<file path="config.mk">
export PLATFORM = sky130hd
export DESIGN_NAME = zip_stored_entry_walker
export DESIGN_NICKNAME = d
export VERILOG_FILES = /design/src/rtl/zsew_pkg.sv /design/src/rtl/zsew_front.sv /design/src/rtl/zsew_cmd_fifo.sv /design/src/rtl/zsew_back.sv /design/src/rtl/zip_stored_entry_walker.sv
export SDC_FILE = /design/constraint.sdc
export NUM_CORES = 1
export LEC_CHECK = 0
export BUFFER_PORTS_ARGS = -buffer_cell sky130_fd_sc_hd__buf_2
export CELL_PAD_IN_SITES_DETAIL_PLACEMENT = 1
export CELL_PAD_IN_SITES_GLOBAL_PLACEMENT = 1
export CORE_ASPECT_RATIO = 0.8
export CORE_UTILIZATION = 56
export DETAILED_ROUTE_END_ITERATION = 12
export PLACE_DENSITY_LB_ADDON = 0.2
export SLEW_MARGIN = 30
export SYNTH_ARGS = -nofsm -noshare
export SYNTH_HDL_FRONTEND = slang
export SYNTH_SLANG_ARGS = --single-unit
</file>
<file path="constraint.sdc">
create_clock -name clk -period 20.2 [get_ports clk]
set_clock_uncertainty 0.2 [all_clocks]
set_input_delay 1.01 -clock clk [delete_from_list [all_inputs] [get_ports clk]]
set_output_delay 1.01 -clock clk [all_outputs]
set_load 0.02 [all_outputs]
</file>
<file path="src/rtl/zsew_pkg.sv">
`timescale 1ns / 1ps

package zsew_pkg;

  localparam int POS_W       = 32;
  localparam int LEN_W       = 32;
  localparam int NHP_W       = LEN_W + 1;
  localparam int OFF_W       = LEN_W + 2;
  localparam int END_W       = LEN_W + 1;
  localparam int HBC_W       = 5;
  localparam int DATA_ALIGN  = 64;
  localparam int ALIGN_BITS  = $clog2(DATA_ALIGN);
  localparam int FIFO_DEPTH  = 4;
  localparam int FIFO_PTR_W  = $clog2(FIFO_DEPTH);

  localparam logic [LEN_W-1:0] MIN_ARCHIVE = LEN_W'((11 * 8) + 30);
  localparam logic [OFF_W-1:0] HEADER_LEN  = OFF_W'(30);
  localparam logic [7:0]       SIG_BYTE2   = 8'h03;
  localparam logic [7:0]       SIG_BYTE3   = 8'h04;

  localparam logic [HBC_W-1:0] HB_BASE     = 5'd1;
  localparam logic [HBC_W-1:0] HB_SIG2     = 5'd2;
  localparam logic [HBC_W-1:0] HB_SIG3     = 5'd3;
  localparam logic [HBC_W-1:0] HB_METH_LO  = 5'd8;
  localparam logic [HBC_W-1:0] HB_METH_HI  = 5'd9;
  localparam logic [HBC_W-1:0] HB_SIZE_0   = 5'd22;
  localparam logic [HBC_W-1:0] HB_SIZE_1   = 5'd23;
  localparam logic [HBC_W-1:0] HB_SIZE_2   = 5'd24;
  localparam logic [HBC_W-1:0] HB_SIZE_3   = 5'd25;
  localparam logic [HBC_W-1:0] HB_NAME_LO  = 5'd26;
  localparam logic [HBC_W-1:0] HB_NAME_HI  = 5'd27;
  localparam logic [HBC_W-1:0] HB_EXTRA_LO = 5'd28;
  localparam logic [HBC_W-1:0] HB_EXTRA_HI = 5'd29;

  typedef enum logic [2:0] {
    ST_ENTRY      = 3'd0,
    ST_END_OK     = 3'd1,
    ST_SHORT      = 3'd2,
    ST_NAME       = 3'd3,
    ST_EXTRA      = 3'd4,
    ST_ALIGN      = 3'd5,
    ST_COMPRESSED = 3'd6
  } status_t;

  typedef enum logic [2:0] {
    PH_DONE   = 3'b001,
    PH_HEADER = 3'b010,
    PH_SKIP   = 3'b100
  } phase_t;

  typedef enum logic {
    CMD_FINISH = 1'b0,
    CMD_HEADER = 1'b1
  } cmd_kind_t;

  typedef struct packed {
    logic             restart;
    cmd_kind_t        kind;
    status_t          status;
    logic             name_over;
    logic             method_nz;
    logic [15:0]      extra;
    logic [OFF_W-1:0] data_off;
    logic [OFF_W-1:0] data_end;
  } cmd_t;

endpackage

</file>
<file path="src/rtl/zsew_front.sv">
`timescale 1ns / 1ps

module zsew_front
  import zsew_pkg::*;
(
  input  logic             clk,
  input  logic             rst_n,
  input  logic             acc,
  input  logic [7:0]       byte_value,
  input  logic             first_byte,
  input  logic [LEN_W-1:0] total_length,
  output logic             push,
  output cmd_t             cmd
);

  phase_t             phase_r, phase_nxt;
  logic [POS_W-1:0]   pos_r, pos_nxt;
  logic [NHP_W-1:0]   nhp_r, nhp_nxt;
  logic [HBC_W-1:0]   hbc_r, hbc_nxt;
  logic               pend_r, pend_nxt;
  logic [OFF_W-1:0]   base_r, base_nxt;
  logic [OFF_W-1:0]   off1_r, off1_nxt;
  logic [OFF_W-1:0]   off1s_r, off1s_nxt;
  logic [31:0]        size_r, size_nxt;
  logic [7:0]         name_lo_r, name_lo_nxt;
  logic [7:0]         extra_lo_r, extra_lo_nxt;
  logic [7:0]         meth_lo_r, meth_lo_nxt;
  logic               meth_nz_r, meth_nz_nxt;
  logic               name_over_r, name_over_nxt;
  logic               hdr_go;
  logic [HBC_W-1:0]   k;
  logic [15:0]        extra_full;
  logic [OFF_W-1:0]   total_ext;

  assign extra_full = {byte_value, extra_lo_r};
  assign total_ext  = {{(OFF_W-LEN_W){1'b0}}, total_length};

  always_comb begin
    phase_nxt     = phase_r;
    pos_nxt       = pos_r;
    nhp_nxt       = nhp_r;
    hbc_nxt       = hbc_r;
    pend_nxt      = pend_r;
    base_nxt      = base_r;
    off1_nxt      = off1_r;
    off1s_nxt     = off1s_r;
    size_nxt      = size_r;
    name_lo_nxt   = name_lo_r;
    extra_lo_nxt  = extra_lo_r;
    meth_lo_nxt   = meth_lo_r;
    meth_nz_nxt   = meth_nz_r;
    name_over_nxt = name_over_r;
    hdr_go        = 1'b0;
    k             = hbc_r;
    push          = 1'b0;
    cmd           = '0;
    cmd.kind      = CMD_FINISH;
    cmd.status    = ST_END_OK;

    if (acc) begin
      if (first_byte) begin
        pos_nxt  = '0;
        nhp_nxt  = '0;
        pend_nxt = 1'b1;
        if (total_length < MIN_ARCHIVE) begin
          push       = 1'b1;
          cmd.status = ST_SHORT;
          phase_nxt  = PH_DONE;
        end else begin
          phase_nxt = PH_HEADER;
          hdr_go    = 1'b1;
          k         = '0;
        end
      end else if (phase_r != PH_DONE) begin
        pos_nxt = pos_r + POS_W'(1);
        if (phase_r == PH_SKIP) begin
          if (({1'b0, nhp_r} + HEADER_LEN) >= total_ext) begin
            push       = 1'b1;
            cmd.status = ST_END_OK;
            phase_nxt  = PH_DONE;
          end else if (pos_nxt == POS_W'(nhp_r)) begin
            phase_nxt = PH_HEADER;
            hdr_go    = 1'b1;
            k         = '0;
          end
        end else begin
          hdr_go = 1'b1;
        end
      end
    end

    if (hdr_go) begin
      hbc_nxt = k + HBC_W'(1);
      unique case (k)
        HB_BASE:     base_nxt = {1'b0, nhp_r} + HEADER_LEN;
        HB_SIG2: begin
          if (byte_value != SIG_BYTE2) begin
            push       = 1'b1;
            cmd.status = ST_END_OK;
            phase_nxt  = PH_DONE;
          end
        end
        HB_SIG3: begin
          if (byte_value != SIG_BYTE3) begin
            push       = 1'b1;
            cmd.status = ST_END_OK;
            phase_nxt  = PH_DONE;
          end
        end
        HB_METH_LO:  meth_lo_nxt = byte_value;
        HB_METH_HI:  meth_nz_nxt = (byte_value != 8'd0) || (meth_lo_r != 8'd0);
        HB_SIZE_0,
        HB_SIZE_1,
        HB_SIZE_2,
        HB_SIZE_3:   size_nxt = {byte_value, size_r[31:8]};
        HB_NAME_LO:  name_lo_nxt = byte_value;
        HB_NAME_HI:  off1_nxt = base_r + {{(OFF_W-16){1'b0}}, byte_value, name_lo_r};
        HB_EXTRA_LO: begin
          extra_lo_nxt  = byte_value;
          name_over_nxt = off1_r > total_ext;
          off1s_nxt     = off1_r + {{(OFF_W-32){1'b0}}, size_r};
        end
        HB_EXTRA_HI: begin
          push          = 1'b1;
          cmd.kind      = CMD_HEADER;
          cmd.status    = ST_ENTRY;
          cmd.name_over = name_over_r;
          cmd.method_nz = meth_nz_r;
          cmd.extra     = extra_full;
          cmd.data_off  = off1_r + {{(OFF_W-16){1'b0}}, extra_full};
          cmd.data_end  = off1s_r + {{(OFF_W-16){1'b0}}, extra_full};
          nhp_nxt       = cmd.data_end[NHP_W-1:0];
          phase_nxt     = PH_SKIP;
        end
        default: ;
      endcase
    end

    if (push) begin
      cmd.restart = pend_nxt;
      pend_nxt    = 1'b0;
    end
  end

  always_ff @(posedge clk) begin
    if (!rst_n) begin
      phase_r <= PH_DONE;
      pos_r   <= '0;
      nhp_r   <= '0;
      hbc_r   <= '0;
      pend_r  <= 1'b0;
    end else begin
      phase_r <= phase_nxt;
      pos_r   <= pos_nxt;
      nhp_r   <= nhp_nxt;
      hbc_r   <= hbc_nxt;
      pend_r  <= pend_nxt;
    end
  end

  always_ff @(posedge clk) begin
    base_r      <= base_nxt;
    off1_r      <= off1_nxt;
    off1s_r     <= off1s_nxt;
    size_r      <= size_nxt;
    name_lo_r   <= name_lo_nxt;
    extra_lo_r  <= extra_lo_nxt;
    meth_lo_r   <= meth_lo_nxt;
    meth_nz_r   <= meth_nz_nxt;
    name_over_r <= name_over_nxt;
  end

  a_short_ends_walk: assert property (@(posedge clk) disable iff (!rst_n)
    acc && first_byte && (total_length < MIN_ARCHIVE) |=> phase_r == PH_DONE)
    else $error("short archive did not end the walk");

endmodule

</file>
<file path="src/rtl/zsew_cmd_fifo.sv">
`timescale 1ns / 1ps

module zsew_cmd_fifo
  import zsew_pkg::*;
(
  input  logic clk,
  input  logic rst_n,
  input  logic push,
  input  cmd_t push_cmd,
  output logic full,
  input  logic pop,
  output logic head_valid,
  output cmd_t head_cmd
);

  cmd_t                  mem_r [FIFO_DEPTH];
  logic [FIFO_PTR_W-1:0] wr_ptr_r, wr_ptr_nxt;
  logic [FIFO_PTR_W-1:0] rd_ptr_r, rd_ptr_nxt;
  logic [FIFO_PTR_W:0]   count_r, count_nxt;
  logic                  do_push, do_pop;

  assign full       = count_r == (FIFO_PTR_W+1)'(FIFO_DEPTH);
  assign head_valid = count_r != '0;
  assign head_cmd   = mem_r[rd_ptr_r];
  assign do_push    = push && !full;
  assign do_pop     = pop && head_valid;

  always_comb begin
    wr_ptr_nxt = do_push ? wr_ptr_r + FIFO_PTR_W'(1) : wr_ptr_r;
    rd_ptr_nxt = do_pop  ? rd_ptr_r + FIFO_PTR_W'(1) : rd_ptr_r;
    count_nxt  = count_r + (FIFO_PTR_W+1)'(do_push) - (FIFO_PTR_W+1)'(do_pop);
  end

  always_ff @(posedge clk) begin
    if (!rst_n) begin
      wr_ptr_r <= '0;
      rd_ptr_r <= '0;
      count_r  <= '0;
    end else begin
      wr_ptr_r <= wr_ptr_nxt;
      rd_ptr_r <= rd_ptr_nxt;
      count_r  <= count_nxt;
    end
  end

  always_ff @(posedge clk) begin
    if (do_push) begin
      mem_r[wr_ptr_r] <= push_cmd;
    end
  end

  a_no_push_when_full: assert property (@(posedge clk) disable iff (!rst_n)
    push |-> !full)
    else $error("command pushed into a full queue");

  a_count_bounded: assert property (@(posedge clk) disable iff (!rst_n)
    count_r <= (FIFO_PTR_W+1)'(FIFO_DEPTH))
    else $error("queue count beyond depth");

endmodule

</file>
<file path="src/rtl/zsew_back.sv">
`timescale 1ns / 1ps

module zsew_back
  import zsew_pkg::*;
(
  input  logic             clk,
  input  logic             rst_n,
  input  logic [LEN_W-1:0] total_length,
  input  logic             head_valid,
  input  cmd_t             head_cmd,
  output logic             pop,
  output logic             out_valid,
  input  logic             out_ready,
  output logic [2:0]       out_status,
  output logic [LEN_W-1:0] out_entry_begin,
  output logic [END_W-1:0] out_entry_end
);

  logic             valid_r, valid_nxt;
  logic             dead_r, dead_nxt;
  status_t          status_r, status_nxt;
  logic [LEN_W-1:0] begin_r, begin_nxt;
  logic [END_W-1:0] end_r, end_nxt;
  logic             live;
  status_t          st;
  logic [OFF_W-1:0] total_ext;

  assign total_ext = {{(OFF_W-LEN_W){1'b0}}, total_length};
  assign pop       = head_valid && (!valid_r || out_ready);
  assign live      = head_cmd.restart || !dead_r;

  always_comb begin
    if (head_cmd.kind == CMD_FINISH) begin
      st = head_cmd.status;
    end else if (head_cmd.name_over) begin
      st = ST_NAME;
    end else if ((head_cmd.extra != 16'd0) && (head_cmd.data_off > total_ext)) begin
      st = ST_EXTRA;
    end else if (head_cmd.data_off[ALIGN_BITS-1:0] != '0) begin
      st = ST_ALIGN;
    end else if (head_cmd.method_nz) begin
      st = ST_COMPRESSED;
    end else begin
      st = ST_ENTRY;
    end
  end

  always_comb begin
    valid_nxt  = valid_r && !out_ready;
    dead_nxt   = dead_r;
    status_nxt = status_r;
    begin_nxt  = begin_r;
    end_nxt    = end_r;
    if (pop && live) begin
      valid_nxt  = 1'b1;
      status_nxt = st;
      dead_nxt   = st != ST_ENTRY;
      if (st == ST_ENTRY) begin
        begin_nxt = head_cmd.data_off[LEN_W-1:0];
        end_nxt   = head_cmd.data_end[END_W-1:0];
      end else begin
        begin_nxt = '0;
        end_nxt   = '0;
      end
    end
  end

  always_ff @(posedge clk) begin
    if (!rst_n) begin
      valid_r <= 1'b0;
      dead_r  <= 1'b1;
    end else begin
      valid_r <= valid_nxt;
      dead_r  <= dead_nxt;
    end
  end

  always_ff @(posedge clk) begin
    status_r <= status_nxt;
    begin_r  <= begin_nxt;
    end_r    <= end_nxt;
  end

  assign out_valid       = valid_r;
  assign out_status      = status_r;
  assign out_entry_begin = begin_r;
  assign out_entry_end   = end_r;

  a_entry_end_not_below_begin: assert property (@(posedge clk) disable iff (!rst_n)
    valid_r && (status_r == ST_ENTRY) |-> end_r >= {1'b0, begin_r})
    else $error("entry ends before it begins");

  a_fail_fields_zero: assert property (@(posedge clk) disable iff (!rst_n)
    valid_r && (status_r != ST_ENTRY) |-> (begin_r == '0) && (end_r == '0))
    else $error("offsets set on a result that is not an entry");

  a_dead_after_fail: assert property (@(posedge clk) disable iff (!rst_n)
    pop && live && (st != ST_ENTRY) |=> dead_r)
    else $error("walk not closed after a final result");

endmodule

</file>
<file path="src/rtl/zip_stored_entry_walker.sv">
`timescale 1ns / 1ps

// Walks the local file headers of a ZIP archive streamed in one byte per beat.
// Write the archive length through cfg_we/cfg_wdata before the first beat, then
// send the bytes from offset zero with in_first_byte set on the first one.
// For each local header one result beat is produced: status 0 with the data
// begin and end offsets of a stored entry, or a final status (walk ended,
// archive too short, name or extra overrun, misaligned data, compressed)
// with zero offsets, after which bytes are ignored until the next first byte.
// Input beats are taken at one per cycle while in_ready is high; each byte is
// handled by the header parser in the cycle it is accepted, and any result it
// causes passes through the command queue and then the output register.
// Parser and checker are coupled by a four-deep command queue and an output
// register, so in_ready stays high while the receiver stalls until one result
// is held at the output and four more wait in the queue; then it drops until
// out_ready takes one.
// After reset the archive length is zero and the walk is finished, so bytes
// are ignored until a beat with in_first_byte arrives.
module zip_stored_entry_walker
  import zsew_pkg::*;
(
  input  logic             clk,
  input  logic             rst_n,
  input  logic             cfg_we,
  input  logic [LEN_W-1:0] cfg_wdata,
  input  logic             in_valid,
  output logic             in_ready,
  input  logic [7:0]       in_byte_value,
  input  logic             in_first_byte,
  output logic             out_valid,
  input  logic             out_ready,
  output logic [2:0]       out_status,
  output logic [LEN_W-1:0] out_entry_begin,
  output logic [END_W-1:0] out_entry_end
);

  logic [LEN_W-1:0] total_length_r;
  logic             acc;
  logic             push;
  cmd_t             push_cmd;
  logic             full;
  logic             pop;
  logic             head_valid;
  cmd_t             head_cmd;

  always_ff @(posedge clk) begin
    if (!rst_n) begin
      total_length_r <= '0;
    end else if (cfg_we) begin
      total_length_r <= cfg_wdata;
    end
  end

  assign in_ready = !full;
  assign acc      = in_valid && in_ready;

  zsew_front u_front (
    .clk          (clk),
    .rst_n        (rst_n),
    .acc          (acc),
    .byte_value   (in_byte_value),
    .first_byte   (in_first_byte),
    .total_length (total_length_r),
    .push         (push),
    .cmd          (push_cmd)
  );

  zsew_cmd_fifo u_fifo (
    .clk        (clk),
    .rst_n      (rst_n),
    .push       (push),
    .push_cmd   (push_cmd),
    .full       (full),
    .pop        (pop),
    .head_valid (head_valid),
    .head_cmd   (head_cmd)
  );

  zsew_back u_back (
    .clk             (clk),
    .rst_n           (rst_n),
    .total_length    (total_length_r),
    .head_valid      (head_valid),
    .head_cmd        (head_cmd),
    .pop             (pop),
    .out_valid       (out_valid),
    .out_ready       (out_ready),
    .out_status      (out_status),
    .out_entry_begin (out_entry_begin),
    .out_entry_end   (out_entry_end)
  );

endmodule

</file>
==> impl_metrics.tcl <==
set metrics [dict create \
    fp-row-count 80 \
    worst_path_max_delay_cell "buf_4" \
    clock-sinks 700 \
    seqCellArea_um2 19900 \
    worstMarginPinSlew_ns 1.02 \
    ir_drop_uv 63.9 \
    hold_class "flip-flop to flip-flop" \
    clk-insertion-delay-late_ns 0.63 \
    drtIter0Drc 2191 \
    syn_area_um2 33900 \
    nets 3032 \
    vias 23500 \
    ys.flop_type "edfxtp_1" \
    slew_viol_final 0 \
    r2r_start "u_front.nhp_r[1]$_SDFF_PN0_" \
    grt_overflow 0 \
    final.setup.tns_ns 0 \
    cts_root_buffer "clkbuf_16" \
    postCtsSetupRepairBufs 0 \
    post-route-drc-count 0 \
    synthTopCellsByCount "583 x edfxtp_1, 245 x nor2_1, 188 x ha_1" \
    dp_hpwl_mm 72.8 \
    p_per_area_nw_per_um2 98.0 \
    diodes 0 \
    die-area_um2 61500 \
    synth_area_leaders "edfxtp_1 52%, ha_1 6.9%, dfxtp_1 6.9%" \
    track_usage_pct 33.3 \
    ys_ff_latch 700 \
    status "finished clean" \
    antenna_found_initial 5 \
    io_buffers 115 \
    synth_top_area_share_pct 51.7 \
    cp-end-kind "flip-flop" \
    setup_viol 0 \
    chipWidth_um 277 \
    start_kind "flip-flop" \
    grt_setup_unrepaired "no" \
    cts_resized 0 \
    htreeDepth 3 \
    avgViaCountPerCell 6.48 \
    grt_first_pass_wirelength_mm 153 \
    synthCells 2679 \
    grt_max_degree 91 \
    multiInputGateArea_um2 13400 \
    die-height_um 222 \
    clk_pin_slew_worst_paths_ns 0.07 \
    wl_met1_mm 43.5 \
    crit_path_cell_trace "inv_1 > ha_1 > nor3b_1 > nor4_2 > nand4_1 > xnor2_1 > ha_1 > nand4_1 > nor4_1 > o21a_1 > o41ai_1 > a211o_1 > and3_1 > and4b_1 > nor2_1 > and2_1 > ha_1 > nand3_2 > inv_2 > nor2_1 > o311a_4 > clkinv_2 > and2_4 > buf_4" \
    first_pass_iters 5 \
    cp_max_fo 47 \
    core-area_um2 59800 \
    max_cap_viol_count 0 \
    cts_buffer_depth 3 \
    fin_crit_ns 8.15 \
    cts_made_buffers 72 \
    holdCritStartpoint "u_front.size_r[31]$_DFFE_PP_" \
    maxUsedRoutingLayer "met5" \
    synth.distinct_cells 81 \
    fmax_mhz 123 \
    wl_met3_mm 7.64 \
    met2WireLength_mm 47.4 \
    hold_violations 0 \
    drt-total-wl_mm 102 \
    synth_edf_count 583 \
    drt.antenna.violating_nets 0 \
    critical_path.max_stage_delay_ns 0.79 \
    p_leak_nw 13.1 \
    dpl_cell_area_um2 35300 \
    initial_core_util_pct 56.7 \
    cpMostUsedCell "ha_1" \
    grt_pass1_vias 24500 \
    min_period_over_period_pct 40.3 \
    synthArstFlopShare_pct 0 \
    fillers 5806 \
    hold_buffers 0 \
    drive_gt1_share_pct 12.8 \
    design_area_um2 37700 \
    wl_per_cell_um 28.1 \
    synth.avg_cell_area_um2 12.6 \
    timing_worst_setup_path_type "flip-flop to flip-flop" \
    yosysWarningCount 0 \
    pin_count 116 \
    crit_required_ns 20.23 \
    synth_seq_area_share_pct 58.6 \
    cts_tree "done" \
    cp.arrival_ns 8.18 \
    syn-num-nets 2918 \
    area_growth_pct 11.3 \
    place.gp.congestion 0.912 \
    post-synth-top-area-cell "edfxtp_1" \
    synth_most_common_cell "edfxtp_1" \
    slew_headroom_pct 32.2 \
    crit_path_start "u_front.nhp_r[1]$_SDFF_PN0_" \
]
==> area by class of cell <==
class	count	share of cell area (%)
flip-flops and latches	700	52.7
multi-input cells	1786	35.5
clock buffers	90	5.12
well taps	779	2.59
repair buffers	137	2.00
clock inverters	42	1.18
inverters	96	0.959
==> power by group <==
part | switching, mW | internal, mW
Sequential | 0.0427 | 1.63
Clock | 0.573 | 0.796
Combinational | 0.389 | 0.265
Total | 1.01 | 2.69
==> logic make-up (layout without fill, tap and decap cells) <==
group	count (synthesis)	count (layout)	synth area share, %
compound gates	427	427	7.93
simple gates	873	873	13.4
xor+xnor	182	182	4.70
fa+ha+maj	193	193	7.24
flops	700	700	58.6
buf+inv	193	365	2.22
mux	111	111	5.90
==> through the flow <==
step	setup slack [ns]	hold slack [ns]	cells	utilization [%]	total power, mW
after global placement	11.90	0.252	3497	59.0	2.30
after floorplan	12.44	0.233	2679	-	2.12
final	12.05	0.273	3630	63.1	3.69
after global routing	11.62	0.293	3630	63.1	3.80
after CTS	11.65	0.281	3630	63.1	3.70
after detailed placement	11.84	0.255	3498	59.1	2.34
==> worst paths after layout <==
kind / cells past startpoint / slack (ns) / to
worst max-delay path: 24 / 12.05 / u_fifo.mem_r[1][46]$_DFFE_PP_
worst min-delay path: 0 / 0.27 / u_front.size_r[23]$_DFFE_PP_
worst max register to register: 24 / 12.05 / u_fifo.mem_r[1][46]$_DFFE_PP_
worst min register to register: 0 / 0.27 / u_front.size_r[23]$_DFFE_PP_
==> cells in the final DEF (no fill, tap or decap), drive strengths merged, types with 6 or more instances in the layout <==
cell type,instances
edfxtp,583
nor2,245
ha,188
a21oi,144
buf,137
nand2,134
xnor2,121
dfxtp,117
and2,112
inv,100
o21ai,98
clkbuf,90
nand3,84
mux4,71
xor2,61
nor3,50
a21o,49
nand4,44
mux2i,39
nor4,38
and3,35
clkinv,27
nand2b,21
or3,20
and4,18
or4,18
o21a,17
nor2b,16
nor3b,15
o31ai,14
a211oi,13
a31oi,13
o211ai,9
bufinv,9
o21bai,8
or2,7
a211o,6
a2111oi,6
==> worst max-delay path, delay by kind of cell, from the launching register on <==
kind	cells	cell delay, ns
XOR/XNOR	1	0.18
AO/OA/AOI/OAI	4	0.83
AND/OR/NAND/NOR	12	3.64
buffers and inverters	4	1.52
adder cells (fa/ha/maj)	3	0.82
flip-flops	1	0.45
==> routing by layer <==
metal | up-vias | GRT usage [%]
met5 | - | 0
met4 | 2 | 10.8
met3 | 216 | 6.38
met2 | 978 | 53.2
met1 | 12000 | 46.2
li1 | 10300 | -
==> sequential cells by signal (all words and copies together), names as in the netlist, 2 cells and up, named ones only <==
name                    cells
u_back.out_status           3
u_front.meth_lo_r           8
u_front.off1_r             34
u_back.out_entry_end       33
u_front.name_lo_r           8
u_back.out_entry_begin     32
u_front.nhp_r              33
u_fifo.mem_r              356
u_front.extra_lo_r          8
u_front.phase_r             3
u_front.off1s_r            33
u_front.pos_r              32
u_fifo.count_r              3
u_fifo.rd_ptr_r             2
u_front.size_r             32
u_front.hbc_r               5
u_front.base_r             34
u_fifo.wr_ptr_r             2
total_length_r             32
No activity file was read; power rests on OpenSTA's default activity.
